[config.mk]
export PLATFORM = sky130hd
export DESIGN_NAME = hdr_tone_map_srgb_encode_top
export DESIGN_NICKNAME = d
export VERILOG_FILES = /design/src/rtl/core/htm_srgb_pkg.sv /design/src/rtl/core/hdr_tone_map_srgb_encode_top.sv /design/src/rtl/core/htm_srgb_lane.sv
export VERILOG_INCLUDE_DIRS = /design/src /design/src/rtl/core
export SDC_FILE = /design/constraint.sdc
export NUM_CORES = 2
export LEC_CHECK = 0
export ABC_AREA = 1
export BUFFER_PORTS_ARGS = -buffer_cell sky130_fd_sc_hd__clkbuf_2
export CORE_UTILIZATION = 56
export DETAILED_ROUTE_END_ITERATION = 16
export PLACE_DENSITY_LB_ADDON = 0.12
export SETUP_SLACK_MARGIN = 0.2
export SLEW_MARGIN = 40
export SYNTH_ARGS = -nofsm -noshare
export SYNTH_HDL_FRONTEND = slang
export SYNTH_SLANG_ARGS = --single-unit
[constraint.sdc]
create_clock -name clk_i -period 6.7 [get_ports clk_i]
set_input_delay 1.34 -clock clk_i [delete_from_list [all_inputs] [get_ports clk_i]]
set_output_delay 1.34 -clock clk_i [all_outputs]
set_load 0.05 [all_outputs]
[src/rtl/core/hdr_tone_map_srgb_encode_top_defines.svh]
// Assertion helpers used by the core top module.
`ifndef HDR_TONE_MAP_SRGB_ENCODE_TOP_DEFINES_SVH
`define HDR_TONE_MAP_SRGB_ENCODE_TOP_DEFINES_SVH

// Clocked property, off while reset is asserted.
`define HTM_ASSERT(lbl, prop, msg) \
  lbl: assert property (@(posedge clk_i) disable iff (!rst_ni) prop) else $error(msg);

// Condition that must never hold.
`define HTM_ASSERT_NEVER(lbl, expr, msg) \
  lbl: assert property (@(posedge clk_i) disable iff (!rst_ni) !(expr)) else $error(msg);

`endif

[src/rtl/core/htm_srgb_pkg.sv]
package htm_srgb_pkg;

  localparam int FracBitsDef = 16;
  localparam int ChanW       = 24;
  localparam int CodeW       = 8;
  localparam int ThrW        = 25;
  localparam int Steps       = CodeW;
  localparam int TabN        = 1 << CodeW;

  typedef struct packed {
    logic signed [ChanW-1:0] red_linear;
    logic signed [ChanW-1:0] green_linear;
    logic signed [ChanW-1:0] blue_linear;
  } pix_t;

  typedef struct packed {
    logic [CodeW-1:0] red_code;
    logic [CodeW-1:0] green_code;
    logic [CodeW-1:0] blue_code;
  } code_t;

  typedef logic [TabN-1:0][ThrW-1:0] thr_tab_t;

  // Room for v^5 * 10761^12 and its right-hand counterpart (about 282 bits).
  typedef logic [319:0] wide_t;

  function automatic wide_t wpow_f(wide_t b, int n);
    wide_t r;
    r = wide_t'(1);
    for (int i = 0; i < n; i++) r = r * b;
    return r;
  endfunction

  // Smallest raw input reaching each code; code = largest c with v >= tab[c].
  // Elaboration-time only; every threshold but those of codes 0 and 255 is an exact integer search.
  function automatic thr_tab_t thr_tab_f(int fb);
    thr_tab_t t;
    longint   one_l;
    longint   top_l;
    longint   vb;
    longint   lo;
    longint   hi;
    longint   mid;
    longint   dn;
    wide_t    k_in;
    wide_t    k_c;
    one_l = longint'(1) << fb;
    top_l = longint'(1) << ChanW;
    t     = '0;
    // last raw value still on the linear toe
    lo = 0;
    hi = top_l;
    while (lo < hi) begin
      mid = (lo + hi) >> 1;
      if (mid * longint'(10000000 - 31308) > longint'(31308) * one_l) hi = mid;
      else lo = mid + 1;
    end
    vb   = lo - 1;
    k_in = wpow_f(wide_t'(10761), 12);
    for (int c = 0; c < TabN; c++) begin
      if (c == 0) begin
        t[c] = '0;
      end else if (c == TabN - 1) begin
        t[c] = ThrW'(top_l);
      end else begin
        dn = longint'(32946 - 10 * c);
        lo = 0;
        hi = top_l;
        while (lo < hi) begin
          mid = (lo + hi) >> 1;
          if (mid * dn >= longint'(10 * c) * one_l) hi = mid;
          else lo = mid + 1;
        end
        if (lo <= vb) begin
          t[c] = ThrW'(lo);
        end else begin
          k_c = wpow_f(wide_t'(40 * c + 561), 12);
          lo  = vb + 1;
          hi  = top_l;
          while (lo < hi) begin
            mid = (lo + hi) >> 1;
            if (wpow_f(wide_t'(mid), 5) * k_in >= k_c * wpow_f(wide_t'(one_l + mid), 5))
              hi = mid;
            else
              lo = mid + 1;
          end
          t[c] = ThrW'(lo);
        end
      end
    end
    return t;
  endfunction

endpackage

[src/rtl/core/hdr_tone_map_srgb_encode_top.sv]
// Channel   Direction  Handshake            Payload
// pixel     in         start_i / busy_o     pix_i  (three Q-format signed channels)
// code      out        done_o strobe        code_o (three 8-bit sRGB codes)
//
// One pixel per cycle; busy_o is tied low, the block never refuses a beat.
// Each channel lane holds one search stage per code bit.
// done_o pulses for a single cycle; the receiver cannot stall it.
// rst_ni clears only the valid pipeline; data stages carry no reset.
module hdr_tone_map_srgb_encode_top #(
  parameter int FracBits = htm_srgb_pkg::FracBitsDef
) (
  input  logic                clk_i,
  input  logic                rst_ni,
  input  logic                start_i,
  input  htm_srgb_pkg::pix_t  pix_i,
  output logic                busy_o,
  output logic                done_o,
  output htm_srgb_pkg::code_t code_o
);

  `include "hdr_tone_map_srgb_encode_top_defines.svh"

  localparam int Steps = htm_srgb_pkg::Steps;

  logic             accept;
  logic [Steps-1:0] vld_q;
  logic [Steps-1:0] vld_d;

  assign busy_o = 1'b0;
  assign accept = start_i & ~busy_o;

  // three identical lanes, one per color channel
  htm_srgb_lane #(.FracBits(FracBits)) u_lane_r (
    .clk_i(clk_i), .lin_i(pix_i.red_linear),   .code_o(code_o.red_code)
  );
  htm_srgb_lane #(.FracBits(FracBits)) u_lane_g (
    .clk_i(clk_i), .lin_i(pix_i.green_linear), .code_o(code_o.green_code)
  );
  htm_srgb_lane #(.FracBits(FracBits)) u_lane_b (
    .clk_i(clk_i), .lin_i(pix_i.blue_linear),  .code_o(code_o.blue_code)
  );

  // valid travels alongside the lane stages
  assign vld_d = {vld_q[Steps-2:0], accept};

  always_ff @(posedge clk_i or negedge rst_ni) begin
    if (!rst_ni) begin
      vld_q <= '0;
    end else begin
      vld_q <= vld_d;
    end
  end

  assign done_o = vld_q[Steps-1];

  `HTM_ASSERT(a_latency, accept |-> ##8 done_o, "result beat missing after 8 cycles")
  `HTM_ASSERT_NEVER(a_busy, busy_o, "busy raised")
  `HTM_ASSERT_NEVER(a_code_max, done_o && (code_o.red_code == 8'hFF ||
    code_o.green_code == 8'hFF || code_o.blue_code == 8'hFF), "code 255 produced")

endmodule

[src/rtl/core/htm_srgb_lane.sv]
// One channel: 8-stage binary search over the code threshold table.
module htm_srgb_lane #(
  parameter int FracBits = htm_srgb_pkg::FracBitsDef
) (
  input  logic                                 clk_i,
  input  logic signed [htm_srgb_pkg::ChanW-1:0] lin_i,
  output logic        [htm_srgb_pkg::CodeW-1:0] code_o
);

  localparam int ThrW  = htm_srgb_pkg::ThrW;
  localparam int CodeW = htm_srgb_pkg::CodeW;
  localparam int Steps = htm_srgb_pkg::Steps;
  localparam htm_srgb_pkg::thr_tab_t Thr = htm_srgb_pkg::thr_tab_f(FracBits);

  logic [Steps-1:0][ThrW-1:0]  v_q;
  logic [Steps-1:0][CodeW-1:0] c_q;
  logic [Steps-1:0][ThrW-1:0]  v_d;
  logic [Steps-1:0][CodeW-1:0] c_d;

  always_comb begin
    for (int k = 0; k < Steps; k++) begin
      logic [ThrW-1:0]  v_in;
      logic [CodeW-1:0] c_in;
      logic [CodeW-1:0] cand;
      if (k == 0) begin
        // negative clamps to zero, which sits below every nonzero threshold
        v_in = lin_i[htm_srgb_pkg::ChanW-1] ? '0 : ThrW'(lin_i);
        c_in = '0;
      end else begin
        v_in = v_q[k-1];
        c_in = c_q[k-1];
      end
      cand   = c_in | (CodeW'(1) << (Steps - 1 - k));
      v_d[k] = v_in;
      c_d[k] = (v_in >= Thr[cand]) ? cand : c_in;
    end
  end

  always_ff @(posedge clk_i) begin
    v_q <= v_d;
    c_q <= c_d;
  end

  assign code_o = c_q[Steps-1];

endmodule

==> results.md <==
* Filler instances at 6229
* DRT iter0 DRCs at 5505
* Worst-path fanout max at 14
* Hold Buf Count CTS at 0
* Die W at approximately 260 um
* Leak at 21.1 nW
* Final Hold Viols at 0
* Asr flop ratio synth at under 10%
* Clock sinks at 605
* Number of synthesized flops with an enable pin at 0
* Crit end category: flop
* Slew Limit Fails at 0
* Setup slack at placement at 3.04 ns
* Worst-Skew Late Latency at roughly 0.62 ns
* Area share of the largest cell type after synthesis at 31.3%
* Port bufs at between 90 and 100
* Seq. cell area at 12200 um^2
* PD cells at between 300 and 400 nW/um^2
* RSZ-0062 raised after global routing: false
* Max-slew headroom at a little under two fifths
* Synth warn at 0
* Final nets at 6115
* Worst setup path class: flop to flop
* Placed cells at about 6300
* Die ar. at about 69000 um^2
* Proportion of layout cells with a drive suffix above 1 at 5.52%
* Rows at 95
* Post-synthesis register bit count at 605
* Data arrival, critical path at 4.34 ns
* Area growth from synthesis to layout at 8.49%
* Hold_sp: u_lane_g.v_d[120]
* Synth cell count leaders: nand2_1 (1417), dfxtp_1 (597), nor2_1 (582)
* Post-synth cell types at 53
* TritonCTS Buffers at 67
* Post-Syn Area at 38200 um^2
* First-pass GRT wire length at 190 mm
* Post-synthesis sequential area ratio at 31.8%
* Remaining Overflow, GRT at 0
* Vias per cell at 5.95
* Final setup margin at 2.89 ns
* HP Class: flop to flop
* Clk buf depth at 3
* Syn_area_per_cell at approximately 6.9 um^2
* Fin crit share at 56.9%
* CTS resizes at 0
* H-tree levels at 3
* Top_reg_cell synth: dfxtp_1
* Detailed placer's ending HPWL at 90.2 mm
* Pre-antenna DRT Iters at 13
* Vias in the first global route at 36200
* Root Buffer: clkbuf_16
* Clk slew on worst S/H paths at 0.06 ns
* Fin cells at 6471
* Largest net degree at the start of global routing at 53
* Initial antenna violation count at 1
* Final setup violation count at 0
* Drt drc at 0
* Syn_nets at 6095
* Final ANT Viol Nets at 0
* Clock Skew at ~0.035 ns
* Slew @ Worst Pin at between 0.9 and 1 ns
* Final wirelength at about 120 mm
* Setup TNS at 0 ns
* # IOs at 101
* Starting Density at 56.7%
* Reg2reg start: u_lane_r.c_q[50]
* Startpoint Class: flop
* Worst vdd ir at approximately 0.23 mV
* Area occupied by multi-input gates at approximately 23000 um^2
* Vias at 38500
* Fin crit period at around 3.8 ns
* GPL Wtd Cong at 1.07
* Wire length per cell at 18.7 um
* Core box area at 67300 um^2
* Largest area contributor in the netlist: dfxtp_1
* Die Ht at roughly 260 um
* CTS tree: yes
* F_max at about 260 MHz
* Top-count cell post-synth: nand2_1
* Crit. Startpoint: u_lane_r.c_q[50]
* Total GRT Usage at 33.7%
* Largest cells by area after synthesis: dfxtp_1 (31%), ha_1 (16%), nand2_1 (14%)
* Setup Fix Bufs, Post-CTS at 0
* CP required at approximately 7.2 ns
* Mapped Cells at 5523
* Max Cap Viol at 0
* Status: completed
[registers in the layout (all words and copies together), names as in the netlist, named ones only]
signal / flops
u_lane_b.v_d: 161
u_lane_g.v_d: 161
u_lane_r.v_d: 161
u_lane_b.c_q: 28
u_lane_g.c_q: 28
u_lane_r.c_q: 28
u_lane_b.code_o: 8
u_lane_g.code_o: 8
u_lane_r.code_o: 8
vld_q: 8
[final cells by class]
class / instances / area share (%)
well taps: 873 / 2.64
clock inverters: 32 / 1.04
multi-input cells: 4171 / 55.6
repair buffers: 127 / 1.70
clock buffers: 91 / 4.53
flip-flops and latches: 605 / 29.3
inverters: 571 / 5.18
diodes: 1 / 0.00604
[cell families after synthesis]
| group | after synthesis | share of synthesized area (%) |
|---|---|---|
| simple gates | 2738 | 30.1 |
| compound gates | 932 | 13.8 |
| buf+inv | 747 | 7.90 |
| flops | 605 | 31.8 |
| fa+ha+maj | 497 | 16.3 |
| xor+xnor | 3 | 0.0688 |
| other cells | 1 | 0.00982 |
[where the power goes]
part | internal (W) | total [W] | switching [W] | leakage, nW
Sequential | 0.00385 | 0.00415 | 0.000299 | 5.07
Combinational | 0.00153 | 0.00494 | 0.00342 | 15.0
Clock | 0.00217 | 0.00372 | 0.00155 | 1.11
[metrics by stage]
step	cell area (um^2)	hold slack, ns	utilization [%]	total power [W]
global placement	39100	0.334	58.1	0.00896
finish	41400	0.337	61.6	0.0128
CTS	41400	0.340	61.6	0.0127
detailed placement	39100	0.334	58.1	0.00893
floorplan	38200	0.323	-	0.00752
global route	41400	0.346	61.6	0.0135
[metal layers]
| layer | wire length (um) | track usage (%) | vias to the layer above |
|---|---|---|---|
| met5 | 0 | 0.0693 | - |
| met4 | 6500 | 16.7 | 0 |
| met3 | 12600 | 7.02 | 528 |
| met2 | 53000 | 54.2 | 2354 |
| met1 | 48800 | 42.9 | 17200 |
| li1 | - | - | 18500 |
[final timing paths]
kind	endpoint	slack, ns	depth (start not counted)
setup / recovery	u_lane_r.code_o[0]	2.89	16
hold / removal	u_lane_g.v_d[145]	0.34	0
setup reg to reg	u_lane_r.code_o[0]	2.89	16
hold reg to reg	u_lane_g.v_d[145]	0.34	0
max in group asynchronous	vld_q[3]	5.97	1
min in group asynchronous	vld_q[0]	0.55	1
[critical path: stages (launching register included)]
cell,delay (ns)
dfxtp_1,0.81
inv_1,0.48
ha_1,0.46
nand2_1,0.14
nand2_1,0.30
inv_1,0.17
nand2_1,0.09
a21oi_1,0.07
nor3_1,0.18
nor2_1,0.08
ha_1,0.31
nand2_1,0.09
nor3_1,0.23
nand3_1,0.10
nor2_1,0.11
nand2_1,0.06
nand3_1,0.07
[layout by cell type, fill, tap and decap left out, types with 9 or more instances in the layout]
master / n
a21o_1: 11
a21oi_1: 325
a22oi_1: 11
a31oi_1: 32
buf_4: 28
clkbuf_1: 13
clkbuf_16: 67
clkbuf_2: 99
clkbuf_8: 11
clkinv_1: 9
clkinv_2: 9
dfxtp_1: 595
ha_1: 497
inv_1: 543
inv_2: 19
nand2_1: 1417
nand2_2: 18
nand3_1: 503
nand3b_1: 24
nand4_1: 89
nor2_1: 580
nor2_2: 13
nor3_1: 54
nor3b_1: 11
nor4_1: 9
o211ai_1: 79
o21a_1: 27
o21ai_0: 332
o21ai_1: 26
o221ai_1: 14
o22ai_1: 30
or2_2: 15
(Power assumes the default switching activity.)
